File: config.mk
export PLATFORM = sky130hd
export DESIGN_NAME = search_hit_record_parser
export DESIGN_NICKNAME = d
export VERILOG_FILES = /design/src/design/shrp_pkg.sv /design/src/design/search_hit_record_parser.sv
export SDC_FILE = /design/constraint.sdc
export NUM_CORES = 1
export LEC_CHECK = 0
export BUFFER_PORTS_ARGS = -buffer_cell sky130_fd_sc_hd__clkbuf_2
export CAP_MARGIN = 40
export CORE_UTILIZATION = 50
export CTS_BUF_LIST = sky130_fd_sc_hd__clkbuf_4 sky130_fd_sc_hd__clkbuf_8
export DETAILED_ROUTE_END_ITERATION = 7
export GPL_ROUTABILITY_DRIVEN = 0
export GPL_TIMING_DRIVEN = 0
export HOLD_SLACK_MARGIN = 0.12
export PLACE_DENSITY = 0.71
export SYNTH_ARGS = -nofsm -noshare
export SYNTH_HDL_FRONTEND = slang
export SYNTH_SLANG_ARGS = --single-unit
File: constraint.sdc
create_clock -name clock -period 12.35 [get_ports clock]
set_clock_uncertainty 0.1 [all_clocks]
set_input_delay 1.235 -clock clock [delete_from_list [all_inputs] [get_ports clock]]
set_output_delay 1.235 -clock clock [all_outputs]
set_load 0.02 [all_outputs]
File: src/design/shrp_pkg.sv
// Shared types and constants for the search-hit record parser.
// Holds the transaction payload structs, byte class codes and tag codes.
// No dependencies.
package shrp_pkg;

   // Text class codes carried in byte_class.
   localparam logic [3:0] CLASS_NONE     = 4'd0;
   localparam logic [3:0] CLASS_USER     = 4'd1;
   localparam logic [3:0] CLASS_EXT      = 4'd2;
   localparam logic [3:0] CLASS_HASH     = 4'd3;
   localparam logic [3:0] CLASS_TITLE    = 4'd4;
   localparam logic [3:0] CLASS_ARTIST   = 4'd5;
   localparam logic [3:0] CLASS_ALBUM    = 4'd6;
   localparam logic [3:0] CLASS_GENRE    = 4'd7;
   localparam logic [3:0] CLASS_COMMENTS = 4'd8;
   localparam logic [3:0] CLASS_YEAR     = 4'd9;
   localparam logic [3:0] CLASS_FILENAME = 4'd10;

   // Tag codes found in the tag loop.
   localparam logic [7:0] TAG_TITLE    = 8'h01;
   localparam logic [7:0] TAG_ARTIST   = 8'h02;
   localparam logic [7:0] TAG_ALBUM    = 8'h03;
   localparam logic [7:0] TAG_RATE     = 8'h04;
   localparam logic [7:0] TAG_YEAR     = 8'h06;
   localparam logic [7:0] TAG_FILENAME = 8'h10;

   // Field lengths in bytes.
   localparam logic [5:0] WORD_LEN   = 6'd4;
   localparam logic [5:0] PORT_LEN   = 6'd3;
   localparam logic [5:0] SKIP_LEN   = 6'd5;
   localparam logic [5:0] HASH_LEN   = 6'd20;
   localparam logic [5:0] RATE_LEN   = 6'd6;
   localparam logic [7:0] VIDEO_RESET = 8'd5;

   typedef struct packed {
      logic [7:0] data_byte;
      logic       last_byte;
   } req_payload_type;

   typedef struct packed {
      logic [3:0]  byte_class;
      logic [7:0]  char_out;
      logic        packet_done;
      logic [31:0] query_key;
      logic [31:0] sender_ip;
      logic [7:0]  media_kind;
      logic [31:0] file_size;
      logic [15:0] bit_rate;
      logic [31:0] play_length;
      logic        truncated;
   } rsp_payload_type;

endpackage

File: src/design/search_hit_record_parser.sv
// Search-hit record parser: one datagram byte in, one classified result out.
// Depends on shrp_pkg for payload structs, class codes and tag codes.
//
// The result of an accepted byte is in the output register in the next cycle.
// Throughput is one byte per cycle; the only stall comes from a held result.
// Synchronous active-high reset clears the parse state, the output valid and
// sets the video media code to 5.
module search_hit_record_parser
   import shrp_pkg::*;
(
   input  logic            clock,
   input  logic            reset,
   input  logic            req_valid,
   output logic            req_stall,
   input  req_payload_type req_payload,
   output logic            rsp_valid,
   input  logic            rsp_stall,
   output rsp_payload_type rsp_payload,
   input  logic            csr_wr_en,
   input  logic [7:0]      csr_wr_data
);

   typedef enum logic [3:0] {
      PH_HDR, PH_QID, PH_IP, PH_SKIP3, PH_USER, PH_SKIP6, PH_MEDIA,
      PH_SKIPB, PH_SIZE, PH_HASH, PH_EXT, PH_TAG, PH_STR, PH_RATE
   } phase_type;

   phase_type       phase_ff, phase_in;
   logic [4:0]      count_ff, count_in;
   logic [5:0]      count_plus;
   logic [3:0]      target_ff, target_in;
   logic            title_ff, title_in;
   logic            artist_ff, artist_in;
   logic            album_ff, album_in;
   logic            genre_ff, genre_in;
   logic [31:0]     query_ff, query_in;
   logic [31:0]     ip_ff, ip_in;
   logic [7:0]      media_ff, media_in;
   logic [31:0]     size_ff, size_in;
   logic [15:0]     rate_ff, rate_in;
   logic [31:0]     length_ff, length_in;
   logic [7:0]      video_code_ff;
   logic            rsp_valid_ff;
   rsp_payload_type rsp_payload_ff, rsp_payload_in;

   logic            accept;
   logic            video;
   logic [7:0]      data;
   logic [3:0]      cls;
   logic [4:0]      lane_shift;
   logic [1:0]      rate_lane;
   logic [31:0]     length_lane;

   // Input is held off only while a finished result waits downstream.
   assign req_stall = rsp_valid_ff & rsp_stall;
   assign accept    = req_valid & ~req_stall;
   assign rsp_valid   = rsp_valid_ff;
   assign rsp_payload = rsp_payload_ff;

   assign data       = req_payload.data_byte;
   assign video      = (media_ff == video_code_ff);
   assign count_plus = {1'b0, count_ff} + 6'd1;
   assign lane_shift = {count_ff[1:0], 3'b000};
   assign rate_lane  = 2'(count_ff - 5'd2);

   // Next parse state and result for the byte at the input.
   always_comb begin
      phase_in    = phase_ff;
      count_in    = count_ff;
      target_in   = target_ff;
      title_in    = title_ff;
      artist_in   = artist_ff;
      album_in    = album_ff;
      genre_in    = genre_ff;
      query_in    = query_ff;
      ip_in       = ip_ff;
      media_in    = media_ff;
      size_in     = size_ff;
      rate_in     = rate_ff;
      length_in   = length_ff;
      cls         = CLASS_NONE;
      length_lane = length_ff;

      case (phase_ff)
         PH_HDR: begin
            if (count_plus >= WORD_LEN) begin
               count_in = '0;
               phase_in = PH_QID;
            end else begin
               count_in = count_plus[4:0];
            end
         end
         PH_QID: begin
            query_in = query_ff | ({24'd0, data} << lane_shift);
            if (count_plus >= WORD_LEN) begin
               count_in = '0;
               phase_in = PH_IP;
            end else begin
               count_in = count_plus[4:0];
            end
         end
         PH_IP: begin
            ip_in = {ip_ff[23:0], data};
            if (count_plus >= WORD_LEN) begin
               count_in = '0;
               phase_in = PH_SKIP3;
            end else begin
               count_in = count_plus[4:0];
            end
         end
         PH_SKIP3: begin
            if (count_plus >= PORT_LEN) begin
               count_in = '0;
               phase_in = PH_USER;
            end else begin
               count_in = count_plus[4:0];
            end
         end
         PH_USER: begin
            if (data == 8'd0) begin
               phase_in = PH_SKIP6;
               count_in = '0;
            end else begin
               cls = CLASS_USER;
            end
         end
         PH_SKIP6: begin
            if (count_plus >= SKIP_LEN) begin
               count_in = '0;
               phase_in = PH_MEDIA;
            end else begin
               count_in = count_plus[4:0];
            end
         end
         PH_MEDIA: begin
            media_in = data;
            phase_in = PH_SKIPB;
         end
         PH_SKIPB: begin
            phase_in = PH_SIZE;
            count_in = '0;
         end
         PH_SIZE: begin
            size_in = size_ff | ({24'd0, data} << lane_shift);
            if (count_plus >= WORD_LEN) begin
               count_in = '0;
               phase_in = PH_HASH;
            end else begin
               count_in = count_plus[4:0];
            end
         end
         PH_HASH: begin
            cls = CLASS_HASH;
            if (count_plus >= HASH_LEN) begin
               count_in = '0;
               phase_in = PH_EXT;
            end else begin
               count_in = count_plus[4:0];
            end
         end
         PH_EXT: begin
            if (data == 8'd0) begin
               phase_in = PH_TAG;
            end else begin
               cls = CLASS_EXT;
            end
         end
         PH_TAG: begin
            // The tag code picks the class of the text that follows.
            count_in  = '0;
            phase_in  = PH_STR;
            target_in = CLASS_NONE;
            case (data)
               TAG_TITLE: begin
                  target_in = title_ff ? CLASS_GENRE : CLASS_TITLE;
               end
               TAG_ARTIST: begin
                  target_in = artist_ff ? CLASS_NONE : CLASS_ARTIST;
               end
               TAG_ALBUM: begin
                  if (video) begin
                     target_in = genre_ff ? CLASS_COMMENTS : CLASS_GENRE;
                  end else begin
                     target_in = album_ff ? CLASS_COMMENTS : CLASS_ALBUM;
                  end
               end
               TAG_RATE: begin
                  if (rate_ff == 16'd0) begin
                     phase_in = PH_RATE;
                  end
               end
               TAG_YEAR: begin
                  target_in = CLASS_YEAR;
               end
               TAG_FILENAME: begin
                  target_in = CLASS_FILENAME;
               end
               default: begin
                  target_in = CLASS_NONE;
               end
            endcase
         end
         PH_STR: begin
            if (data == 8'd0) begin
               phase_in = PH_TAG;
            end else begin
               cls = target_ff;
               if (target_ff == CLASS_TITLE)  title_in  = 1'b1;
               if (target_ff == CLASS_ARTIST) artist_in = 1'b1;
               if (target_ff == CLASS_ALBUM)  album_in  = 1'b1;
               if (target_ff == CLASS_GENRE)  genre_in  = 1'b1;
            end
         end
         PH_RATE: begin
            // Bitrate in the first two bytes, then four bytes of media length.
            if (count_ff == 5'd0) begin
               rate_in = {8'd0, data};
            end else if (count_ff == 5'd1) begin
               rate_in = {data, rate_ff[7:0]};
            end else begin
               case (rate_lane)
                  2'd0:    length_lane = {length_ff[31:8], data};
                  2'd1:    length_lane = {length_ff[31:16], data, length_ff[7:0]};
                  2'd2:    length_lane = {length_ff[31:24], data, length_ff[15:0]};
                  default: length_lane = {data, length_ff[23:0]};
               endcase
            end
            length_in = length_lane;
            if (count_plus >= RATE_LEN) begin
               // Video keeps only the word at payload bytes three and four.
               if (video) begin
                  length_in = {16'd0, length_lane[23:8]};
               end
               phase_in = PH_TAG;
               count_in = '0;
            end else begin
               count_in = count_plus[4:0];
            end
         end
         default: begin
            phase_in = PH_HDR;
            count_in = '0;
         end
      endcase

      // Build the result; numeric fields show only on the last byte.
      rsp_payload_in             = '0;
      rsp_payload_in.byte_class  = cls;
      rsp_payload_in.char_out    = (cls != CLASS_NONE) ? data : 8'd0;
      rsp_payload_in.packet_done = req_payload.last_byte;
      if (req_payload.last_byte) begin
         rsp_payload_in.query_key    = query_in;
         rsp_payload_in.sender_ip    = ip_in;
         rsp_payload_in.media_kind   = media_in;
         rsp_payload_in.file_size    = size_in;
         rsp_payload_in.bit_rate     = rate_in;
         rsp_payload_in.play_length  = length_in;
         rsp_payload_in.truncated    = (phase_in < PH_TAG);

         // The packet is over: start the next one from a clean state.
         phase_in  = PH_HDR;
         count_in  = '0;
         target_in = CLASS_NONE;
         title_in  = 1'b0;
         artist_in = 1'b0;
         album_in  = 1'b0;
         genre_in  = 1'b0;
         query_in  = '0;
         ip_in     = '0;
         media_in  = '0;
         size_in   = '0;
         rate_in   = '0;
         length_in = '0;
      end
   end

   // Parse state, configuration and the output register.
   always_ff @(posedge clock) begin
      if (reset) begin
         phase_ff      <= PH_HDR;
         count_ff      <= '0;
         target_ff     <= CLASS_NONE;
         title_ff      <= 1'b0;
         artist_ff     <= 1'b0;
         album_ff      <= 1'b0;
         genre_ff      <= 1'b0;
         query_ff      <= '0;
         ip_ff         <= '0;
         media_ff      <= '0;
         size_ff       <= '0;
         rate_ff       <= '0;
         length_ff     <= '0;
         video_code_ff <= VIDEO_RESET;
         rsp_valid_ff  <= 1'b0;
      end else begin
         if (csr_wr_en) begin
            video_code_ff <= csr_wr_data;
         end
         if (accept) begin
            phase_ff       <= phase_in;
            count_ff       <= count_in;
            target_ff      <= target_in;
            title_ff       <= title_in;
            artist_ff      <= artist_in;
            album_ff       <= album_in;
            genre_ff       <= genre_in;
            query_ff       <= query_in;
            ip_ff          <= ip_in;
            media_ff       <= media_in;
            size_ff        <= size_in;
            rate_ff        <= rate_in;
            length_ff      <= length_in;
            rsp_payload_ff <= rsp_payload_in;
            rsp_valid_ff   <= 1'b1;
         end else if (!rsp_stall) begin
            rsp_valid_ff   <= 1'b0;
         end
      end
   end

endmodule
# Word level (Yosys, flattened, before mapping)
# Index checks and enable logic that the tools add are counted.
dict set report word_totals {
  regBits 344
  input_bits 22
  out_inout_bits 168
  word_cells 164
}
dict set report classes {
  n_addsub 2
  magnitude_cmp 6
  eq_ne 31
  shifts 1
  muxes 71
  bitwise_logic 6
  reduce_logical 22
}
# operator count
set op_table {}
lappend op_table {{$mux 32} 12}
lappend op_table {{$pmux 32 s3} 1}
lappend op_table {{$mux 4} 17}
lappend op_table {{$mux 16} 4}
lappend op_table {{$or 32x32->32} 2}
lappend op_table {{$pmux 4 s13} 1}
lappend op_table {{$mux 5} 7}
lappend op_table {{$pmux 5 s7} 1}
lappend op_table {{$eq 4x3->1 const B} 8}
lappend op_table {{$shl 8x5->32} 1}
lappend op_table {{$eq 4x4->1 const B} 6}
lappend op_table {{$mux 1} 21}
lappend op_table {{$pmux 4 s5} 1}
lappend op_table {{$ge 6x3->1 const B} 3}
lappend op_table {{$eq 8x2->1 const B} 2}
lappend op_table {{$eq 8x3->1 const B} 2}
lappend op_table {{$logic_not 16->1} 1}
lappend op_table {{$mux 8} 2}
lappend op_table {{$pmux 4 s4} 1}
lappend op_table {{$reduce_and 4->1} 4}
lappend op_table {{$reduce_bool 2->1} 6}
lappend op_table {{$eq 4x2->1 const B} 2}
lappend op_table {{$eq 8x1->1 const B} 1}
lappend op_table {{$eq 8x5->1 const B} 1}
lappend op_table {{other kinds (27)} 32}

# Logic depth before layout (Yosys ltp)
dict set report logic_depth {
  ltp_word 9
  ltp_mapped 10
  ltp_nobuf 8
}

# Worst setup path before layout
# OpenSTA, ideal clock, no wires.
dict set report synth_path {
  path_type {input -> register}
  from {input reset}
  to {register rsp_payload_ff, in the netlist rsp_payload[0] (enable)}
  setup_ns 0.695
  arrival_ns 8.746
  required_time_ns 11.555
  slack_ns 2.809
  cell_stages 4
  n_path_buf 3
  cell_sequence {clkbuf_1 clkbuf_1 clkbuf_1 nor2_1}
}
dict set report synth_via {
  elab_chain_cells 2
}
# item line_no
set synth_lines {}
lappend synth_lines {{from (decl)} search_hit_record_parser.sv:12} ;# input logic reset,
lappend synth_lines {{$not 1->1 (no line)} n/a}
lappend synth_lines {{$reduce_and 2->1 (no line)} n/a}
lappend synth_lines {{to (signal assigned)} search_hit_record_parser.sv:313} ;# rsp_payload_ff <= rsp_payload_in;
lappend synth_lines {{to (decl)} search_hit_record_parser.sv:44} ;# rsp_payload_type rsp_payload_ff, rsp_payload_in;
# No other way between the ends.
# A chain may end at the register's enable or synchronous reset.

# Worst setup path after layout
dict set report layout_path {
  from {input reset}
  to {register rsp_payload_ff, in the netlist rsp_payload[8] (enable)}
}
# Same word-level chain as after synthesis.

==> out/metrics.csv <==
stage,metric,value,unit
routing,WL final,41500,um
finish,fraction of layout cells with a size suffix above 1,0.177,
floorplan,Core Rows,62,
clock_tree,clk sink count,344,
floorplan,die height,172,um
routing,drt initial violations,1554,
yosys,Mapped Nets,1498,
finish,multi-input logic area,5470,sq um
finish,register area,8550,sq um
clock_tree,CTS tree,done,
clock_tree,CTS H-Tree Depth,2,
global_route,vias in the first global route,11303,
floorplan,IO Pins,190,
finish,"non-filler cells, final",2151,
worst_setup_path,slowest cell on the critical path,nor2_4,
clock_tree,cts hold-fix bufs,0,
finish,fill count,2419,
timing,min cycle time layout,3380,ps
global_route,antenna violations before repair,0,
pwr,power density over the cells,139,nW/um^2
placed_design,DP HPWL,28500,um
floorplan,Die ar.,29700,sq um
floorplan,Initial Utilization,0.507,
finish,"commonest non-fill, non-tap cell in the layout",nor2_1,
global_route,first-pass GRT wire length,62800,um
yosys,Cells after Synth,1470,
yosys,post-synthesis sequential element count,344,
worst_setup_path,"Critical Path, Cell by Cell",clkbuf_1 > clkbuf_1 > clkbuf_1 > nor2_4 > buf_12 > buf_12,
yosys,Post-synth EDFFs,166,
routing,Vias,12487,
routing,detailed-route DRC error count,0,
worst_setup_path,CP max FO,32,
yosys,Yosys cell types,66,
yosys,"Seq/Total Area, Yosys",0.589,
min_path,Min-Delay Path Class,reg -> reg,
clock_tree,Resized Gates After CTS,0,
worst_setup_path,"Worst Path Class, Setup",in -> reg,
yosys,fraction of registers with async set/reset,0,
timing,fin crit share,0.274,
timing,Hold Fails Final Rpt,0,
yosys,YS warnings,0,
finish,Final nets,1748,
clock_tree,Clock transition at path regs,60,ps
worst_setup_path,Worst EP required,12520,ps
finish,"commonest cells after routing, fill and taps aside","nor2_1, clkbuf_2, dfxtp_1",
timing,Max Transition Viols Final,0,
outcome,status,"complete, no violations",
clock_tree,Max Root-Sink Buffers,3,
worst_setup_path,WP data arrival,3550,ps
floorplan,Die Wd,172,um
timing,Slew @ Worst Pin,978,ps
worst_setup_path,"most used cell, CP",clkbuf_1,
worst_setup_path,CP Launch Type,primary input,
clock_tree,Post-CTS Setup Bufs,0,
clock_tree,total CTS buffers,55,
global_route,Overflow after GRT,0,
yosys,Syn Area/Cell,9.87,sq um
timing,Slew headroom,0.348,
pwr,VDD IR max,0.0000706,V
finish,diode count,0,
floorplan,core area,28600,sq um
clock_tree,Worst-Skew Late Latency,600,ps
timing,Finish-stage setup viols,0,
flow_run,max-cap viol count,0,
routing,drt wl/cell,19.3,um
global_route,largest net degree at the start of global routing,36,
finish,layout overhead on the synthesized area,18.8,%
worst_setup_path,max incr delay on CP,760,ps
timing,FMAX,296,MHz
routing,Via density,5.81,
timing,RSZ-0062 raised after global routing,false,
placed_design,Port Buffers,185,
routing,Final ANT Viol Nets,0,
routing,DR pass1 iterations,6,
finish,fin util,0.602,
worst_setup_path,critical path capture point type,flop,
placed_design,Placed Cells,2047,
clock_tree,CTS Root Cell,clkbuf_8,
yosys,Main synth FF type,dfxtp_1,
yosys,mapped cell area,14500,sq um
pwr,LEAKAGE,6.40,nW
global_route,global-route usage over all layers,0.276,
-- kinds of logic (layout without fill, tap and decap cells) --
family / count (synthesis) / in the layout / share of synthesized area
simple gates: 534 / 534 / 0.159
fa+ha+maj: 6 / 6 / 0.00517
xor+xnor: 8 / 8 / 0.00483
compound gates: 417 / 417 / 0.186
flops: 344 / 344 / 0.589
buf+inv: 130 / 427 / 0.0347
mux: 31 / 31 / 0.0215
-- critical path, delay by kind of cell --
kind | cells | cell delay, ps
buf+inv | 5 | 1510
simple gates | 1 | 760
-- synth_stat cells, types with 2 or more instances --
| cell type | n | area, sq um |
|---|---|---|
| a211o_1 | 3 | 26.3 |
| a21bo_1 | 2 | 20.0 |
| a21o_1 | 2 | 15.0 |
| a21oi_1 | 143 | 716 |
| a22o_1 | 34 | 298 |
| a22oi_1 | 111 | 833 |
| a31oi_1 | 35 | 219 |
| and2_1 | 16 | 100 |
| and3_1 | 2 | 12.5 |
| buf_1 | 2 | 7.51 |
| buf_2 | 10 | 50.1 |
| clkbuf_1 | 106 | 398 |
| dfxtp_1 | 178 | 3560 |
| edfxtp_1 | 166 | 4980 |
| ha_1 | 6 | 75.1 |
| inv_1 | 10 | 37.5 |
| mux2i_1 | 30 | 300 |
| nand2_1 | 147 | 552 |
| nand2b_1 | 12 | 75.1 |
| nand3_1 | 25 | 125 |
| nand3b_1 | 2 | 15.0 |
| nand4_1 | 3 | 18.8 |
| nand4b_1 | 2 | 17.5 |
| nor2_1 | 267 | 1000 |
| nor2b_1 | 12 | 75.1 |
| nor3_1 | 16 | 80.1 |
| nor3_2 | 6 | 60.1 |
| nor3b_1 | 2 | 15.0 |
| nor4_1 | 7 | 43.8 |
| o211ai_1 | 2 | 15.0 |
| o21a_1 | 6 | 45.0 |
| o21ai_0 | 12 | 60.1 |
| o21ai_1 | 39 | 195 |
| o31a_1 | 3 | 26.3 |
| o31ai_1 | 7 | 52.6 |
| o41ai_1 | 2 | 17.5 |
| or2_2 | 2 | 12.5 |
| or3_1 | 4 | 25.0 |
| or4_1 | 2 | 15.0 |
| xor2_1 | 8 | 70.1 |
-- path summary, 6_finish.rpt --
kind | from | endpoint | slack (ps) | depth (start not counted)
max | reset | rsp_payload[8] | 8970 | 6
min | length_ff[0] | length_ff[0] | 370 | 2
min reg2reg | length_ff[0] | length_ff[0] | 370 | 2
max reg2reg | count_ff[1] | rsp_payload[9] | 8990 | 9
-- metrics by stage --
step	total power [mW]	setup WS (ps)	area (sq um)	hold slack, ps	TNS [ps]
after floorplan	1.34	2810	14500	338	0
after global placement	1.40	-303	15900	348	-48530
after detailed placement	1.39	8420	16100	356	0
after CTS	2.41	9010	17200	368	0
after global routing	2.47	8850	17200	383	0
final	2.40	8970	17200	367	0
-- power breakdown --
part | total (mW) | internal (mW) | leakage, nW | switching, mW
clock network | 1.03 | 0.572 | 0.619 | 0.454
registers | 1.22 | 1.21 | 3.04 | 0.00771
logic | 0.152 | 0.0356 | 2.75 | 0.117
-- state kept, by name, indices dropped and copies added (netlist names) --
signal and cells:
ip_ff 32, album_ff 1, title_ff 1, media_ff 8
rsp_payload 166, artist_ff 1, size_ff 32, video_code_ff 8
count_ff 5, genre_ff 1, length_ff 32, query_ff 32
rate_ff 16, phase_ff 4, rsp_valid 1, target_ff 4
-- cell type report --
type | instances | area share
clock buffers | 74 | 0.0533
plain buffers | 119 | 0.0269
inverters | 11 | 0.00240
repair buffers | 193 | 0.0618
multi-input cells | 996 | 0.317
clock inverters | 30 | 0.0146
flip-flops and latches | 344 | 0.496
well taps | 384 | 0.0279
-- metal layers --
layer  global-route usage  up-vias  wire length [um]
met3               0.0513       91              3790
li1                     -     5816                 -
met2                0.423      706             18500
met1                0.388     5874             18000
met5                    0        -                 0
met4                0.106        0              1250
(Power assumes the default switching activity.)
